## config.mk

```make
export PLATFORM = sky130hd
export DESIGN_NAME = rx_frame_deframer_top
export DESIGN_NICKNAME = d
export VERILOG_FILES = /design/src/hw/rtl/rfd_pkg.sv /design/src/hw/rtl/rfd_ram.sv /design/src/hw/rtl/rfd_front.sv /design/src/hw/rtl/rfd_queue.sv /design/src/hw/rtl/rx_frame_deframer_top.sv
export SDC_FILE = /design/constraint.sdc
export NUM_CORES = 2
export LEC_CHECK = 0
export BUFFER_PORTS_ARGS = -buffer_cell sky130_fd_sc_hd__buf_2
export CAP_MARGIN = 25
export CORE_UTILIZATION = 68
export CTS_BUF_LIST = sky130_fd_sc_hd__clkbuf_16
export CTS_CLUSTER_SIZE = 40
export DETAILED_ROUTE_END_ITERATION = 6
export PLACE_DENSITY_LB_ADDON = 0.08
export SLEW_MARGIN = 20
export SYNTH_ARGS = -nofsm -noshare
export SYNTH_HDL_FRONTEND = slang
export SYNTH_HIERARCHICAL = 1
export SYNTH_SLANG_ARGS = --single-unit
export TNS_END_PERCENT = 20
```

## constraint.sdc

```tcl
create_clock -name clk -period 10.2 [get_ports clk]
set_clock_uncertainty 0.2 [all_clocks]
set_input_delay 2.04 -clock clk [delete_from_list [all_inputs] [get_ports clk]]
set_output_delay 2.04 -clock clk [all_outputs]
set_load 0.01 [all_outputs]
```

## src/hw/rtl/rfd_pkg.sv

```systemverilog
// Shared types, constants and the CRC-16 step for the receive frame deframer.
package rfd_pkg;

  localparam int CAPACITY       = 256;
  localparam int MAX_MARK_BYTES = 4;
  localparam int MARKS          = (MAX_MARK_BYTES < 4) ? MAX_MARK_BYTES : 4;
  localparam int AW             = (CAPACITY > 1) ? $clog2(CAPACITY) : 1;
  localparam int CW             = $clog2(CAPACITY + 1);

  localparam int QDEPTH = 4;
  localparam int QAW    = $clog2(QDEPTH);
  localparam int QLW    = $clog2(QDEPTH + 1);

  localparam logic [2:0] PH_INIT  = 3'd0;
  localparam logic [2:0] PH_IDLE  = 3'd1;
  localparam logic [2:0] PH_HEAD  = 3'd2;
  localparam logic [2:0] PH_RCV   = 3'd3;
  localparam logic [2:0] PH_ERROR = 3'd4;

  localparam logic [2:0] EV_READY = 3'd0;
  localparam logic [2:0] EV_FRAME = 3'd1;
  localparam logic [2:0] EV_CRC   = 3'd2;
  localparam logic [2:0] EV_OVER  = 3'd3;
  localparam logic [2:0] EV_READ  = 3'd4;

  localparam logic [1:0] KIND_BYTE = 2'd0;
  localparam logic [1:0] KIND_TICK = 2'd1;
  localparam logic [1:0] KIND_READ = 2'd2;

  localparam logic [2:0] CFG_END_BY_TIMEOUT = 3'd0;
  localparam logic [2:0] CFG_HEAD_LENGTH    = 3'd1;
  localparam logic [2:0] CFG_HEAD_PATTERN   = 3'd2;
  localparam logic [2:0] CFG_TAIL_LENGTH    = 3'd3;
  localparam logic [2:0] CFG_TAIL_PATTERN   = 3'd4;
  localparam logic [2:0] CFG_TIMEOUT_TICKS  = 3'd5;
  localparam logic [2:0] CFG_CRC_CHECK      = 3'd6;

  typedef struct packed {
    logic [1:0] kind;
    logic [7:0] data_byte;
    logic [7:0] read_index;
  } in_item_t;

  typedef struct packed {
    logic [2:0] event_res;
    logic [8:0] frame_length;
    logic [7:0] read_byte;
  } out_item_t;

  typedef struct packed {
    logic       vld;
    out_item_t  item;
  } res_t;

  // Modbus CRC-16, reflected polynomial, one byte.
  function automatic logic [15:0] crc16_byte(input logic [15:0] c, input logic [7:0] b);
    logic [15:0] x;
    x = c ^ {8'h00, b};
    for (int i = 0; i < 8; i++) begin
      x = x[0] ? ((x >> 1) ^ 16'hA001) : (x >> 1);
    end
    return x;
  endfunction

endpackage

```

## src/hw/rtl/rfd_ram.sv

```systemverilog
// Generic single-port-write, single-port-read RAM with registered read data.
module rfd_ram #(
  parameter int WIDTH = 8,
  parameter int DEPTH = 256
) (
  input  logic                     clk,
  input  logic                     we,
  input  logic [$clog2(DEPTH)-1:0] waddr,
  input  logic [WIDTH-1:0]         wdata,
  input  logic [$clog2(DEPTH)-1:0] raddr,
  output logic [WIDTH-1:0]         rdata
);

  logic [WIDTH-1:0] mem [DEPTH];

  always_ff @(posedge clk) begin
    if (we) begin
      mem[waddr] <= wdata;
    end
    rdata <= mem[raddr];
  end

endmodule

```

## src/hw/rtl/rfd_front.sv

```systemverilog
// Front end: configuration, frame state machine, frame store and result staging.
module rfd_front (
  input  logic              clk,
  input  logic              rst_n,
  input  logic              acc,
  input  rfd_pkg::in_item_t in_item,
  input  logic              cfg_we,
  input  logic [2:0]        cfg_index,
  input  logic [31:0]       cfg_data,
  output rfd_pkg::res_t     res
);

  // Configuration registers
  logic        end_by_timeout_r;
  logic [2:0]  head_length_r;
  logic [31:0] head_pattern_r;
  logic [2:0]  tail_length_r;
  logic [31:0] tail_pattern_r;
  logic [15:0] timeout_ticks_r;
  logic        crc_check_r;

  // Frame state
  logic [2:0]             ph_r, ph_nxt;
  logic [rfd_pkg::CW-1:0] cnt_r, cnt_nxt;
  logic [31:0]            last_r, last_nxt;
  logic [15:0]            crc_r   [rfd_pkg::MARKS+1];
  logic [15:0]            crc_nxt [rfd_pkg::MARKS+1];
  logic [15:0]            sil_r, sil_nxt;
  logic                   run_r, run_nxt;
  logic [rfd_pkg::CW-1:0] done_r, done_nxt;

  // Byte push, computed once from the pre-cleared or current state
  logic                   pre_clear;
  logic [rfd_pkg::CW-1:0] base_cnt, p_cnt;
  logic [31:0]            p_last;
  logic [15:0]            base_crc0;
  logic [15:0]            p_crc [rfd_pkg::MARKS+1];

  logic [2:0]             hl, tl;
  logic [15:0]            limit, sil_inc;
  logic [7:0]             head_byte;
  logic                   tail_hit;
  logic                   res_v;
  logic [2:0]             ev;
  logic                   we;
  logic                   rd_ok;

  // Stage B
  logic                   b_vld_r;
  logic [2:0]             b_ev_r;
  logic [8:0]             b_len_r;
  logic                   b_rd_r;
  logic [7:0]             ram_q;

  assign hl = (32'(head_length_r) > rfd_pkg::MARKS) ? 3'(rfd_pkg::MARKS) : head_length_r;
  assign tl = (32'(tail_length_r) > rfd_pkg::MARKS) ? 3'(rfd_pkg::MARKS) : tail_length_r;
  assign limit = (timeout_ticks_r == 16'd0) ? 16'd1 : timeout_ticks_r;
  assign sil_inc = (sil_r != 16'hFFFF) ? sil_r + 16'd1 : sil_r;

  assign pre_clear = (ph_r == rfd_pkg::PH_IDLE) ||
                     ((ph_r == rfd_pkg::PH_ERROR) && !end_by_timeout_r);
  assign base_cnt  = pre_clear ? '0 : cnt_r;
  assign base_crc0 = pre_clear ? 16'hFFFF : crc_r[0];
  assign p_cnt     = base_cnt + 1'b1;
  assign p_last    = {in_item.data_byte, last_r[31:8]};

  always_comb begin
    p_crc[0] = rfd_pkg::crc16_byte(base_crc0, in_item.data_byte);
    for (int k = 1; k <= rfd_pkg::MARKS; k++) begin
      p_crc[k] = pre_clear ? 16'hFFFF : crc_r[k-1];
    end
  end

  // Head byte expected at the position just pushed
  always_comb begin
    case (p_cnt[1:0] - 2'd1)
      2'd0:    head_byte = head_pattern_r[7:0];
      2'd1:    head_byte = head_pattern_r[15:8];
      2'd2:    head_byte = head_pattern_r[23:16];
      default: head_byte = head_pattern_r[31:24];
    endcase
  end

  // Tail compare against the newest stored bytes after the push
  always_comb begin
    case (tl)
      3'd1:    tail_hit = (p_last[31:24] == tail_pattern_r[7:0]);
      3'd2:    tail_hit = (p_last[31:16] == tail_pattern_r[15:0]);
      3'd3:    tail_hit = (p_last[31:8]  == tail_pattern_r[23:0]);
      3'd4:    tail_hit = (p_last == tail_pattern_r);
      default: tail_hit = 1'b0;
    endcase
  end

  always_comb begin
    logic stop;
    logic pushed;
    ph_nxt   = ph_r;
    cnt_nxt  = cnt_r;
    last_nxt = last_r;
    crc_nxt  = crc_r;
    sil_nxt  = sil_r;
    run_nxt  = run_r;
    done_nxt = done_r;
    res_v    = 1'b0;
    ev       = rfd_pkg::EV_READY;
    we       = 1'b0;
    rd_ok    = 1'b0;
    stop     = 1'b0;
    pushed   = 1'b0;
    if (acc) begin
      case (in_item.kind)
        rfd_pkg::KIND_BYTE: begin
          if (ph_r == rfd_pkg::PH_INIT) begin
            stop = 1'b1;
            if (end_by_timeout_r) begin
              run_nxt = 1'b1;
              sil_nxt = '0;
            end else begin
              ph_nxt = rfd_pkg::PH_IDLE;
              res_v  = 1'b1;
              ev     = rfd_pkg::EV_READY;
            end
          end else if ((ph_r == rfd_pkg::PH_ERROR) && end_by_timeout_r) begin
            stop    = 1'b1;
            run_nxt = 1'b1;
            sil_nxt = '0;
          end else if (pre_clear) begin
            pushed = 1'b1;
            if ((hl != 3'd0) && (in_item.data_byte != head_pattern_r[7:0])) begin
              stop = 1'b1;
            end else begin
              if (hl == 3'd2 || hl == 3'd3 || hl == 3'd4) begin
                ph_nxt = rfd_pkg::PH_HEAD;
              end else begin
                ph_nxt = rfd_pkg::PH_RCV;
              end
              if (end_by_timeout_r) begin
                run_nxt = 1'b1;
                sil_nxt = '0;
              end
            end
          end else if (ph_r == rfd_pkg::PH_HEAD) begin
            pushed = 1'b1;
            if (in_item.data_byte != head_byte) begin
              ph_nxt = rfd_pkg::PH_IDLE;
              stop   = 1'b1;
            end else begin
              if (p_cnt >= rfd_pkg::CW'(hl)) begin
                ph_nxt = rfd_pkg::PH_RCV;
              end
              if (end_by_timeout_r) begin
                run_nxt = 1'b1;
                sil_nxt = '0;
              end
            end
          end else if (ph_r == rfd_pkg::PH_RCV) begin
            if (cnt_r >= rfd_pkg::CW'(rfd_pkg::CAPACITY)) begin
              ph_nxt = rfd_pkg::PH_ERROR;
              res_v  = 1'b1;
              ev     = rfd_pkg::EV_OVER;
              stop   = 1'b1;
            end else begin
              pushed = 1'b1;
            end
          end else begin
            ph_nxt = rfd_pkg::PH_IDLE;
            stop   = 1'b1;
          end

          if (pushed) begin
            we       = (base_cnt < rfd_pkg::CW'(rfd_pkg::CAPACITY));
            cnt_nxt  = p_cnt;
            last_nxt = p_last;
            crc_nxt  = p_crc;
            // A completed head is discarded before the payload starts.
            if (!stop && (ph_r != rfd_pkg::PH_RCV) && (ph_nxt == rfd_pkg::PH_RCV) &&
                (hl != 3'd0)) begin
              cnt_nxt = '0;
              for (int k = 0; k <= rfd_pkg::MARKS; k++) begin
                crc_nxt[k] = 16'hFFFF;
              end
            end
          end

          if (!stop && (ph_nxt == rfd_pkg::PH_RCV)) begin
            if (end_by_timeout_r) begin
              run_nxt = 1'b1;
              sil_nxt = '0;
            end else if ((tl != 3'd0) && (cnt_nxt >= rfd_pkg::CW'(tl)) && tail_hit) begin
              cnt_nxt = cnt_nxt - rfd_pkg::CW'(tl);
              ph_nxt  = rfd_pkg::PH_IDLE;
              if (cnt_nxt != '0) begin
                res_v = 1'b1;
                if (crc_check_r && (crc_nxt[tl] != 16'h0000)) begin
                  ev = rfd_pkg::EV_CRC;
                end else begin
                  ev       = rfd_pkg::EV_FRAME;
                  done_nxt = cnt_nxt;
                end
              end
            end
          end
        end
        rfd_pkg::KIND_TICK: begin
          if (end_by_timeout_r && run_r) begin
            sil_nxt = sil_inc;
            if (sil_inc >= limit) begin
              if (ph_r == rfd_pkg::PH_INIT) begin
                res_v = 1'b1;
                ev    = rfd_pkg::EV_READY;
              end else if (ph_r == rfd_pkg::PH_RCV) begin
                if (cnt_r != '0) begin
                  res_v = 1'b1;
                  if (crc_check_r && (crc_r[0] != 16'h0000)) begin
                    ev = rfd_pkg::EV_CRC;
                  end else begin
                    ev       = rfd_pkg::EV_FRAME;
                    done_nxt = cnt_r;
                  end
                end
              end else if (ph_r == rfd_pkg::PH_ERROR) begin
                res_v = 1'b1;
                ev    = rfd_pkg::EV_OVER;
              end
              ph_nxt  = rfd_pkg::PH_IDLE;
              run_nxt = 1'b0;
              sil_nxt = '0;
            end
          end
        end
        rfd_pkg::KIND_READ: begin
          res_v = 1'b1;
          ev    = rfd_pkg::EV_READ;
          rd_ok = (32'(in_item.read_index) < rfd_pkg::CAPACITY);
        end
        default: begin
        end
      endcase
    end
    // Switching the end mode restarts the search; stored data is kept.
    if (cfg_we && (cfg_index == rfd_pkg::CFG_END_BY_TIMEOUT)) begin
      ph_nxt  = cfg_data[0] ? rfd_pkg::PH_INIT : rfd_pkg::PH_IDLE;
      run_nxt = cfg_data[0];
      sil_nxt = '0;
    end
  end

  always_ff @(posedge clk) begin
    if (!rst_n) begin
      end_by_timeout_r <= 1'b0;
      head_length_r    <= 3'd0;
      head_pattern_r   <= 32'd0;
      tail_length_r    <= 3'd1;
      tail_pattern_r   <= 32'd10;
      timeout_ticks_r  <= 16'd10;
      crc_check_r      <= 1'b0;
      ph_r             <= rfd_pkg::PH_IDLE;
      cnt_r            <= '0;
      last_r           <= '0;
      for (int k = 0; k <= rfd_pkg::MARKS; k++) begin
        crc_r[k] <= 16'hFFFF;
      end
      sil_r            <= '0;
      run_r            <= 1'b0;
      done_r           <= '0;
      b_vld_r          <= 1'b0;
    end else begin
      ph_r    <= ph_nxt;
      cnt_r   <= cnt_nxt;
      last_r  <= last_nxt;
      crc_r   <= crc_nxt;
      sil_r   <= sil_nxt;
      run_r   <= run_nxt;
      done_r  <= done_nxt;
      b_vld_r <= res_v;
      if (cfg_we) begin
        case (cfg_index)
          rfd_pkg::CFG_END_BY_TIMEOUT: end_by_timeout_r <= cfg_data[0];
          rfd_pkg::CFG_HEAD_LENGTH:   head_length_r   <= cfg_data[2:0];
          rfd_pkg::CFG_HEAD_PATTERN:  head_pattern_r  <= cfg_data;
          rfd_pkg::CFG_TAIL_LENGTH:   tail_length_r   <= cfg_data[2:0];
          rfd_pkg::CFG_TAIL_PATTERN:  tail_pattern_r  <= cfg_data;
          rfd_pkg::CFG_TIMEOUT_TICKS: timeout_ticks_r <= cfg_data[15:0];
          rfd_pkg::CFG_CRC_CHECK:     crc_check_r     <= cfg_data[0];
          default: begin
          end
        endcase
      end
    end
  end

  always_ff @(posedge clk) begin
    b_ev_r  <= ev;
    b_len_r <= 9'(done_nxt);
    b_rd_r  <= rd_ok;
  end

  rfd_ram #(
    .WIDTH (8),
    .DEPTH (rfd_pkg::CAPACITY)
  ) u_store (
    .clk   (clk),
    .we    (we),
    .waddr (rfd_pkg::AW'(base_cnt)),
    .wdata (in_item.data_byte),
    .raddr (rfd_pkg::AW'(in_item.read_index)),
    .rdata (ram_q)
  );

  assign res.vld                = b_vld_r;
  assign res.item.event_res     = b_ev_r;
  assign res.item.frame_length  = b_len_r;
  assign res.item.read_byte     = b_rd_r ? ram_q : 8'd0;

`ifndef SYNTH
  a_read_result: assert property (@(posedge clk) disable iff (!rst_n)
    (acc && in_item.kind == rfd_pkg::KIND_READ) |=>
      (b_vld_r && b_ev_r == rfd_pkg::EV_READ))
    else $error("read item did not produce a read result");
  a_timer_mode: assert property (@(posedge clk) disable iff (!rst_n)
    !end_by_timeout_r |-> !run_r)
    else $error("silence timer running in marker mode");
  a_count_cap: assert property (@(posedge clk) disable iff (!rst_n)
    cnt_r <= rfd_pkg::CW'(rfd_pkg::CAPACITY))
    else $error("stored count beyond capacity");
  a_overflow_phase: assert property (@(posedge clk) disable iff (!rst_n)
    (acc && in_item.kind == rfd_pkg::KIND_BYTE && ph_r == rfd_pkg::PH_RCV &&
     cnt_r >= rfd_pkg::CW'(rfd_pkg::CAPACITY) && !cfg_we) |=>
      (ph_r == rfd_pkg::PH_ERROR && b_ev_r == rfd_pkg::EV_OVER))
    else $error("overflow byte did not enter error phase");
`endif

endmodule

```

## src/hw/rtl/rfd_queue.sv

```systemverilog
// Result queue between the frame logic and the result port.
module rfd_queue (
  input  logic                    clk,
  input  logic                    rst_n,
  input  rfd_pkg::res_t           res,
  input  logic                    pop,
  output logic                    empty,
  output rfd_pkg::out_item_t      item,
  output logic [rfd_pkg::QLW-1:0] level
);

  rfd_pkg::out_item_t      q_mem [rfd_pkg::QDEPTH];
  logic [rfd_pkg::QAW-1:0] wp_r, rp_r;
  logic [rfd_pkg::QLW-1:0] lvl_r;
  logic                    do_pop;

  assign empty  = (lvl_r == '0);
  assign do_pop = pop && !empty;
  assign item   = q_mem[rp_r];
  assign level  = lvl_r;

  always_ff @(posedge clk) begin
    if (!rst_n) begin
      wp_r  <= '0;
      rp_r  <= '0;
      lvl_r <= '0;
    end else begin
      if (res.vld) begin
        wp_r <= wp_r + 1'b1;
      end
      if (do_pop) begin
        rp_r <= rp_r + 1'b1;
      end
      lvl_r <= lvl_r + rfd_pkg::QLW'(res.vld) - rfd_pkg::QLW'(do_pop);
    end
  end

  always_ff @(posedge clk) begin
    if (res.vld) begin
      q_mem[wp_r] <= res.item;
    end
  end

`ifndef SYNTH
  a_no_overrun: assert property (@(posedge clk) disable iff (!rst_n)
    res.vld |-> (lvl_r < rfd_pkg::QLW'(rfd_pkg::QDEPTH)))
    else $error("result queue overrun");
  a_level_step: assert property (@(posedge clk) disable iff (!rst_n)
    (!res.vld && !do_pop) |=> $stable(lvl_r))
    else $error("queue level changed without push or pop");
  a_ptr_gap: assert property (@(posedge clk) disable iff (!rst_n)
    (lvl_r == '0) |-> (wp_r == rp_r))
    else $error("empty queue with unequal pointers");
`endif

endmodule

```

## src/hw/rtl/rx_frame_deframer_top.sv

```systemverilog
// Top level of the receive frame deframer.
//
//  channel | handshake                 | payload
//  input   | in_push / in_full         | in_item (kind, data_byte, read_index)
//  result  | out_pop / out_empty       | out_item (event_res, frame_length, read_byte)
//  config  | cfg_valid / cfg_ready     | cfg_index, cfg_data
//
// One item is accepted per cycle while in_full is low; its result, if any, reaches the queue in the next cycle.
// The rate is set by the frame state update and one store port.
// in_full rises when the four-entry result queue plus the result in flight fill it.
// cfg_ready is always high. Reset is synchronous; the frame store is not cleared.
module rx_frame_deframer_top (
  input  logic               clk,
  input  logic               rst_n,
  input  logic               in_push,
  output logic               in_full,
  input  rfd_pkg::in_item_t  in_item,
  output logic               out_empty,
  input  logic               out_pop,
  output rfd_pkg::out_item_t out_item,
  input  logic               cfg_valid,
  output logic               cfg_ready,
  input  logic [2:0]         cfg_index,
  input  logic [31:0]        cfg_data
);

  rfd_pkg::res_t           res;
  logic [rfd_pkg::QLW-1:0] level;
  logic                    acc;

  assign cfg_ready = 1'b1;
  assign in_full   = (32'(level) + 32'(res.vld)) >= rfd_pkg::QDEPTH;
  assign acc       = in_push && !in_full;

  rfd_front u_front (
    .clk       (clk),
    .rst_n     (rst_n),
    .acc       (acc),
    .in_item   (in_item),
    .cfg_we    (cfg_valid && cfg_ready),
    .cfg_index (cfg_index),
    .cfg_data  (cfg_data),
    .res       (res)
  );

  rfd_queue u_queue (
    .clk   (clk),
    .rst_n (rst_n),
    .res   (res),
    .pop   (out_pop),
    .empty (out_empty),
    .item  (out_item),
    .level (level)
  );

endmodule

```

### After elaboration in Yosys (flattened, before gate mapping)

Memory sizes are Yosys's and may differ from the RTL's. A register that Yosys moved wholly into a read port is not among the register bits.
Index checks and enable logic that the tools add are counted.

| word-level totals | value |
|---|---|
| flip-flop bits (word level) | 259 |
| RAM bits | 2128 |
| input port bits | 58 |
| output and inout bits | 23 |
| logic and storage cells | 298 |
| memories kept | 2 |

Memory list:

| name | depth | bits a word | rd ports | clocked after memory_dff | wr ports | RTL line | RTL |
|---|---|---|---|---|---|---|---|
| u_front.u_store.mem | 256 | 8 | 1 | 1 | 1 | rfd_ram.sv:14 | `logic [WIDTH-1:0] mem [DEPTH];` |
| u_queue.q_mem | 4 | 20 | 1 | 1 | 1 | rfd_queue.sv:12 | `rfd_pkg::out_item_t q_mem [rfd_pkg::QDEPTH];` |

| operators by class | value |
|---|---|
| $add $sub $neg | 9 |
| $lt $le $gt $ge | 9 |
| equality and inequality tests | 33 |
| muxes and demuxes | 159 |
| bitwise gates (word level) | 11 |
| reduce and logical (&&, ||, !) cells | 50 |

Operators by type and width:

| operator | count |
|---|---|
| two-way mux 16 bit | 27 |
| two-way mux 80 bit | 4 |
| two-way mux 9 bit | 20 |
| two-way mux 3 bit | 35 |
| two-way mux 1 bit | 57 |
| binary-select mux 16 bit (select 3 bit) | 1 |
| equality test 32 bit | 1 |
| case mux 16 bit (2 select lines) | 1 |
| nonzero test 16 bit | 2 |
| equality test 3 x 2 -> 1 bit (second input constant) | 9 |
| equality test 24 bit | 1 |
| NOT 2 -> 3 bit | 8 |
| case mux 8 bit (3 select lines) | 1 |
| equality test 3 bit (second input constant) | 6 |
| greater-or-equal comparator 9 x 3 -> 1 bit | 2 |
| case mux 9 bit (2 select lines) | 1 |
| AND reduction 2 bit | 9 |
| nonzero test 9 bit | 2 |
| adder 16 x 1 -> 16 bit (second input constant) | 1 |
| equality test 16 bit | 1 |
| greater-or-equal comparator 16 bit | 1 |
| logical NOT 16 bit | 1 |
| != test 16 bit (second input constant) | 1 |
| != test 8 bit | 2 |
| other kinds (39) | 77 |

### Depth between registers and ports, before layout

| logic depth | value |
|---|---|
| depth in word-level cells | 37 |
| gate-level depth with buffers | 33 |
| depth with buffers taken out | 29 |

### By module

Netlist, hierarchy kept.

Modules (own cells, without submodules):

| module | times used | cells each | area each (um^2) | sequential area each (um^2) |
|---|---|---|---|---|
| rfd_ram | 1 | 3733 | 79556.3 | 61659.1 |
| rfd_front | 1 | 1853 | 14054.7 | 4864.7 |
| rfd_queue | 1 | 147 | 3349.5 | 2582.5 |
| rx_frame_deframer_top | 1 | 5 | 32.5 | 0.0 |

### Worst setup path after synthesis

No wires, ideal clock.

| timing path | value |
|---|---|
| kind | input to register |
| from | input port in_item[10] (netlist bit) |
| to | register u_front.b_vld_r |
| setup time | 0.125 ns |
| data arrival time | 6.683 ns |
| required time | 9.875 ns |
| slack | 3.192 ns |
| cell stages on the path | 24 |
| buffers on the path | 3 |
| cells stage by stage | buf_2 > xor2_1 > nor4_1 > a21oi_1 > a21oi_2 > nand3_4 > or2_1 > buf_2 > buf_6 > and3_1 > a21oi_1 > inv_1 > ha_1 > a21o_1 > a21oi_1 > nand2_1 > nor4_1 > a211oi_1 > mux2i_1 > nand4b_1 > o41a_1 > o21bai_1 > a2111oi_2 > nor2_1 |

| between the ends | value |
|---|---|
| longest elaborated chain between the ends | 23 |
| elaborated cells between the ends (all ways) | 44 |
| those cells by class | add/sub: 1; order compare: 1; eq/ne: 7; mux: 26; reduce/logical: 9 |

Ends and longest elaborated chain:

| element | RTL line | RTL |
|---|---|---|
| from (decl) | rx_frame_deframer_top.sv:17 | `input rfd_pkg::in_item_t in_item,` |
| parallel branches: the longest is 21 deep, another holds two-way mux 9 bit | n/a |  |
| two-way mux 1 bit (*) | rfd_front.sv:186 | `if (!stop && (ph_nxt == rfd_pkg::PH_RCV)) begin` |
| case mux 1 bit (3 select lines) (*) | rfd_front.sv:112 | `case (in_item.kind)` |
| to (signal assigned) | rfd_front.sv:276 | `b_vld_r <= res_v;` |
| to (decl) | rfd_front.sv:49 | `logic b_vld_r;` |

Mark *: on every way between the ends. The select of a mux whose other input is x is not followed.
A chain may end at the register's enable or synchronous reset.

### Worst setup path in the final report

| timing path | value |
|---|---|
| from | register u_front.end_by_timeout_r |
| to | register u_front.b_len_r[5] |

| between the ends | value |
|---|---|
| longest elaborated chain between the ends | 36 |
| elaborated cells between the ends (all ways) | 88 |
| those cells by class | add/sub: 3; order compare: 2; eq/ne: 4; mux: 54; bitwise: 9; reduce/logical: 16 |

Ends and longest elaborated chain:

| element | RTL line | RTL |
|---|---|---|
| from (decl) | rfd_front.sv:14 | `logic end_by_timeout_r;` |
| from (signal assigned) | rfd_front.sv:279 | `rfd_pkg::CFG_END_BY_TIMEOUT: end_by_timeout_r <= cfg_data[0];` |
| logical NOT 1 bit (*) | rfd_front.sv:61 | `((ph_r == rfd_pkg::PH_ERROR) && !end_by_timeout_r);` |
| logical AND 1 bit (*) | rfd_front.sv:61 |  |
| logical OR 1 bit (*) | rfd_front.sv:60 | `assign pre_clear = (ph_r == rfd_pkg::PH_IDLE) \|\|` |
| two-way mux 9 bit (*) | rfd_front.sv:62 | `assign base_cnt = pre_clear ? '0 : cnt_r;` |
| named net u_front.base_cnt, one bit | rfd_front.sv:34 | `logic [rfd_pkg::CW-1:0] base_cnt, p_cnt;` |
| adder 9 x 1 -> 9 bit (*) | rfd_front.sv:64 | `assign p_cnt = base_cnt + 1'b1;` |
| parallel branches: the longest is 28 deep, another holds subtractor 2 x 1 -> 2 bit | n/a |  |
| two-way mux 9 bit (*) | rfd_front.sv:186 |  |
| case mux 9 bit (2 select lines) (*) | rfd_front.sv:112 |  |
| two-way mux 9 bit (*) | rfd_front.sv:111 | `if (acc) begin` |
| named net u_front.done_nxt, one bit | rfd_front.sv:30 | `logic [rfd_pkg::CW-1:0] done_r, done_nxt;` |
| to (signal assigned) | rfd_front.sv:295 | `b_len_r <= 9'(done_nxt);` |
| to (decl) | rfd_front.sv:51 | `logic [8:0] b_len_r;` |

Mark *: on every way through the listed nets, which the timed path passes. The select of a mux whose other input is x is not followed.

==> summary.md <==
| Metric | Value |
|---|---|
| Worst path most repeated cell | `ha_1` |
| Maximum number of pins on one net before global-route repair | `132` |
| Nets in the synthesized netlist | `5832` |
| Hold endpoint | `u_front/head_pattern_r[26]` |
| Total of flip-flops plus latches after synthesis | `2388` |
| Total gr overflow | `0` |
| Effective utilization at floorplan | `68.5%` |
| Hold path depth | `2` |
| Post-Place Cell Area | `98800 um2` |
| All-layer global routing usage | `35.0%` |
| Warning count from the yosys run | `6` |
| Routed via count divided by cell count | `7.00` |
| Period Utilization, post-route | `80.5%` |
| Final layout net count | `5867` |
| Max incr delay on CP | `680 ps` |
| Number of hold violations in the final report | `0` |
| Total Wirelength | `251 mm` |
| Number of H-tree levels | `4` |
| Leading register cell type out of synthesis | `edfxtp_1` |
| Total I/O pin count | `81` |
| Number of max-cap violations | `0` |
| Unrepaired setup endpoints after global routing | `no` |
| Post-route standard cell area excluding fillers | `106000 um2` |
| Initial antenna violation count | `14` |
| Number of detailed-routing iterations run before antenna repair | `7` |
| Max-slew violations | `0` |
| Number of setup violations in the final report | `0` |
| Overall die area | `144000 um2` |
| Slew Limit Headroom | `22.6%` |
| Number of buffers inserted by post-CTS setup repair | `0` |
| Hold Buf Count CTS | `0` |
| Seq/Total Area, Yosys | `71.2%` |
| Vias post-DR | `55100` |
| Worst Path Class, Setup | `reg -> reg` |
| Area of the core | `142000 um2` |
| Area Overhead vs Synth | `9.34%` |
| Startpoint of the worst-slack reg-to-reg timing path | `u_front/end_by_timeout_r` |
| Startpoint of the worst setup timing path | `u_front/end_by_timeout_r` |
| CP bufs+invs | `3` |
| XOR/XNOR share of the synthesized area | `1.48%` |
| Post-synthesis instance total | `5738` |
| Dpl cells | `7431` |
| Reported leakage power | `33.6 nW` |
| Rows | `138` |
| GR Layer Usage met3 | `6.55%` |
| Startpoint of the most critical hold path | `u_front/head_pattern_r[26]` |
| Estimated wirelength of the detail-placed design | `156 mm` |
| Worst reg2reg setup slack | `1990 ps` |
| Fraction of final layout cells with drive strength greater than 1 | `17.5%` |
| Post-synthesis mux area share | `12.9%` |
| Post-route insts no fill | `7865` |
| Result of the run | `completed` |
| Number of buffers added by the clock tree synthesis step | `225` |
| Count of cells resized by post-cts repair | `0` |
| Power, Total | `0.0201 W` |
| Maximum vdd ir drop | `0.164 mV` |
| Measured slew at the worst slew-check pin | `1150 ps` |
| Netlist cell types | `100` |
| Insertion delay of the later-clocked pin in the worst-skew pair | `830 ps` |
| Synthesized-area fraction occupied by adder cells | `0.480%` |
| Post-route worst hold slack | `258 ps` |
| Num Clock Sinks | `2388` |
| Cell with the biggest individual delay on the critical path | `ha_1` |
| Clock root cell | `clkbuf_16` |
| Worst flop-to-flop path endpoint | `u_front/b_len_r[5]` |
| Post-synth top cells | `edfxtp_1, mux4_2, nand2_1, nor2_1, dfxtp_1` |
| Global-route layer with the greatest usage | `met2` |
| Wire length of the first global-routing pass | `365 mm` |
| RD Place Congestion | `0.974` |
| Number of global-route vias before repair | `53600` |
| Number of cells on the worst reg-to-reg path | `29` |
| Cell accounting for the most synthesized area | `edfxtp_1` |
| Synthesized area | `97000 um2` |
| Async S/R FF share, synth | `0%` |
| Top achievable clock speed | `122 MHz` |
| Post-synth EDFFs | `2128` |
| Power per cell area | `189 nW/um2` |
| Startpoint Class | `flip-flop` |
| Dominant combinational cell family by area after synthesis | `multiplexers` |
| Critical Path End Type | `flip-flop` |
| Required time worst endpoint | `10680 ps` |
| Most instantiated library cell after synthesis | `edfxtp_1` |
| Top cell family by delay on the critical path | `simple AND/OR/NAND/NOR gates` |
| WL/cell | `31.9 um` |
| Post-route antenna net violation count | `0` |
| Maximum fanout encountered on the critical timing path | `18` |
| Die Span X | `380 um` |
| CTS tree | `yes` |
| HP Class | `reg -> reg` |
| GR met1 Demand/Resource | `51.0%` |
| Die height | `380 um` |
| Clock transition at the registers of the reported paths | `60 ps` |
| Routing usage on met2 | `53.6%` |
| Synthesized area divided by synthesized cell count | `16.9 um2` |
| Area share of the leading cell type in the synthesized netlist | `65.9%` |
| # port buffers | `79` |
| CTS Buffer Depth | `3` |
| Basic-gate share of the synthesized area counting and, or, nand and nor cells | `5.79%` |
| Min Tclk post-route | `8210 ps` |
| DRT iter0 DRCs | `7406` |
| Largest cells by area after synthesis | `edfxtp_1, mux4_2, dfxtp_1` |
| Worst endpoint data arrival time | `8690 ps` |
| Total negative slack | `0 ps` |
| Post-route DRC violation count | `0` |
| Fraction of the mapped netlist area in compound gates | `5.71%` |
-- metal layers --
layer / vias to the layer above / wire (um)
li1: 22900 / -
met1: 28400 / 96400
met2: 3340 / 118000
met3: 490 / 26600
met4: 4 / 9640
met5: - / 21
-- worst reg2reg max path, delay by kind of cell, from the launching register on --
| kind | cells | cell delay [ps] |
|---|---|---|
| and+or+nand+nor | 13 | 2850 |
| AOI/OAI and AO/OA | 8 | 2040 |
| adders and majority gates | 3 | 1150 |
| buffers and inverters | 3 | 720 |
| DFF | 1 | 660 |
| muxes | 1 | 270 |
| xor gates and xnor gates | 1 | 190 |
-- state kept, by name, indices dropped and copies added (netlist names), named ones only --
register,cells
u_front/b_ev_r,3
u_front/b_len_r,9
u_front/b_vld_r,1
u_front/cnt_r,9
u_front/crc_check_r,1
u_front/crc_r,80
u_front/done_r,9
u_front/end_by_timeout_r,1
u_front/head_length_r,3
u_front/head_pattern_r,32
u_front/last_r,24
u_front/ph_r,3
u_front/run_r,1
u_front/sil_r,16
u_front/tail_length_r,3
u_front/tail_pattern_r,32
u_front/timeout_ticks_r,16
u_front/u_store/mem,2048
u_front/u_store/rdata,8
u_queue/level,3
u_queue/q_mem,80
u_queue/rp_r,2
u_queue/wp_r,2
-- stage by stage --
stage | setup slack (ps) | util [%]
4_1_cts | 2190 | 74.9
6_report | 1990 | 74.9
3_3_place_gp | 1980 | 69.7
3_5_place_dp | 1940 | 69.8
5_1_grt | 1420 | 74.9
2_1_floorplan | 3190 | -
-- where the power goes --
group          switching (W)  leakage (nW)  internal [W]
logic               0.000785          8.67      0.000432
clock network        0.00357          3.71       0.00457
registers          0.0000544          21.2        0.0107
-- worst max path at each step --
stage | endpoint | slack [ps] | cells past startpoint
6_report | u_front/b_len_r[5] | 1990 | 29
5_1_grt | u_front/b_len_r[0] | 1420 | 29
4_1_cts | u_front/b_len_r[5] | 2190 | 29
3_5_place_dp | u_front/b_len_r[5] | 1940 | 22
3_3_place_gp | u_front/b_len_r[5] | 1980 | 22
2_1_floorplan | u_front/b_vld_r | 3190 | 24
-- final cells by class --
class / instances / area, um2
fill: 8270 / 35500
antenna: 5 / 12.5
tap: 1890 / 2360
clock buffer: 233 / 5830
multi-input combinational: 2906 / 25600
clock inverter: 191 / 1380
inverter: 58 / 220
sequential: 2388 / 69100
timing repair buffer: 194 / 1500
-- layout by cell type (no fill, tap or decap), drive strengths merged, types with 13 or more instances in the layout --
cell      synthesis  routed
o221ai           56      56
nor4             52      52
nand2           415     415
nand3            98      98
inv              56     112
a31oi            16      16
or2              15      15
nand4            43      43
o21ai            70      70
a21oi           243     243
o211ai           30      30
clkbuf          221     234
clkinvlp          0      13
a21o             14      14
a211oi           23      23
clkinv            2     106
xor2             67      67
mux2i           164     164
mux4            476     476
nand2b           24      24
xnor2            94      94
buf             165     193
bufinv            0      18
nor3             58      58
ha               34      34
nor2            406     406
nor2b            40      40
dfxtp           260     260
edfxtp         2128    2128
a221oi           19      19
a22oi           148     148
o22ai           101     101
and2             27      27
-- cell families after synthesis --
kind of cell | Yosys count
flip-flops | 2388
AND/OR/NAND/NOR | 1234
AO/OA/AOI/OAI | 822
multiplexers | 651
buffers and inverters | 444
XOR/XNOR | 162
adder cells (fa/ha/maj) | 36
other | 1
(Power assumes the default switching activity.)
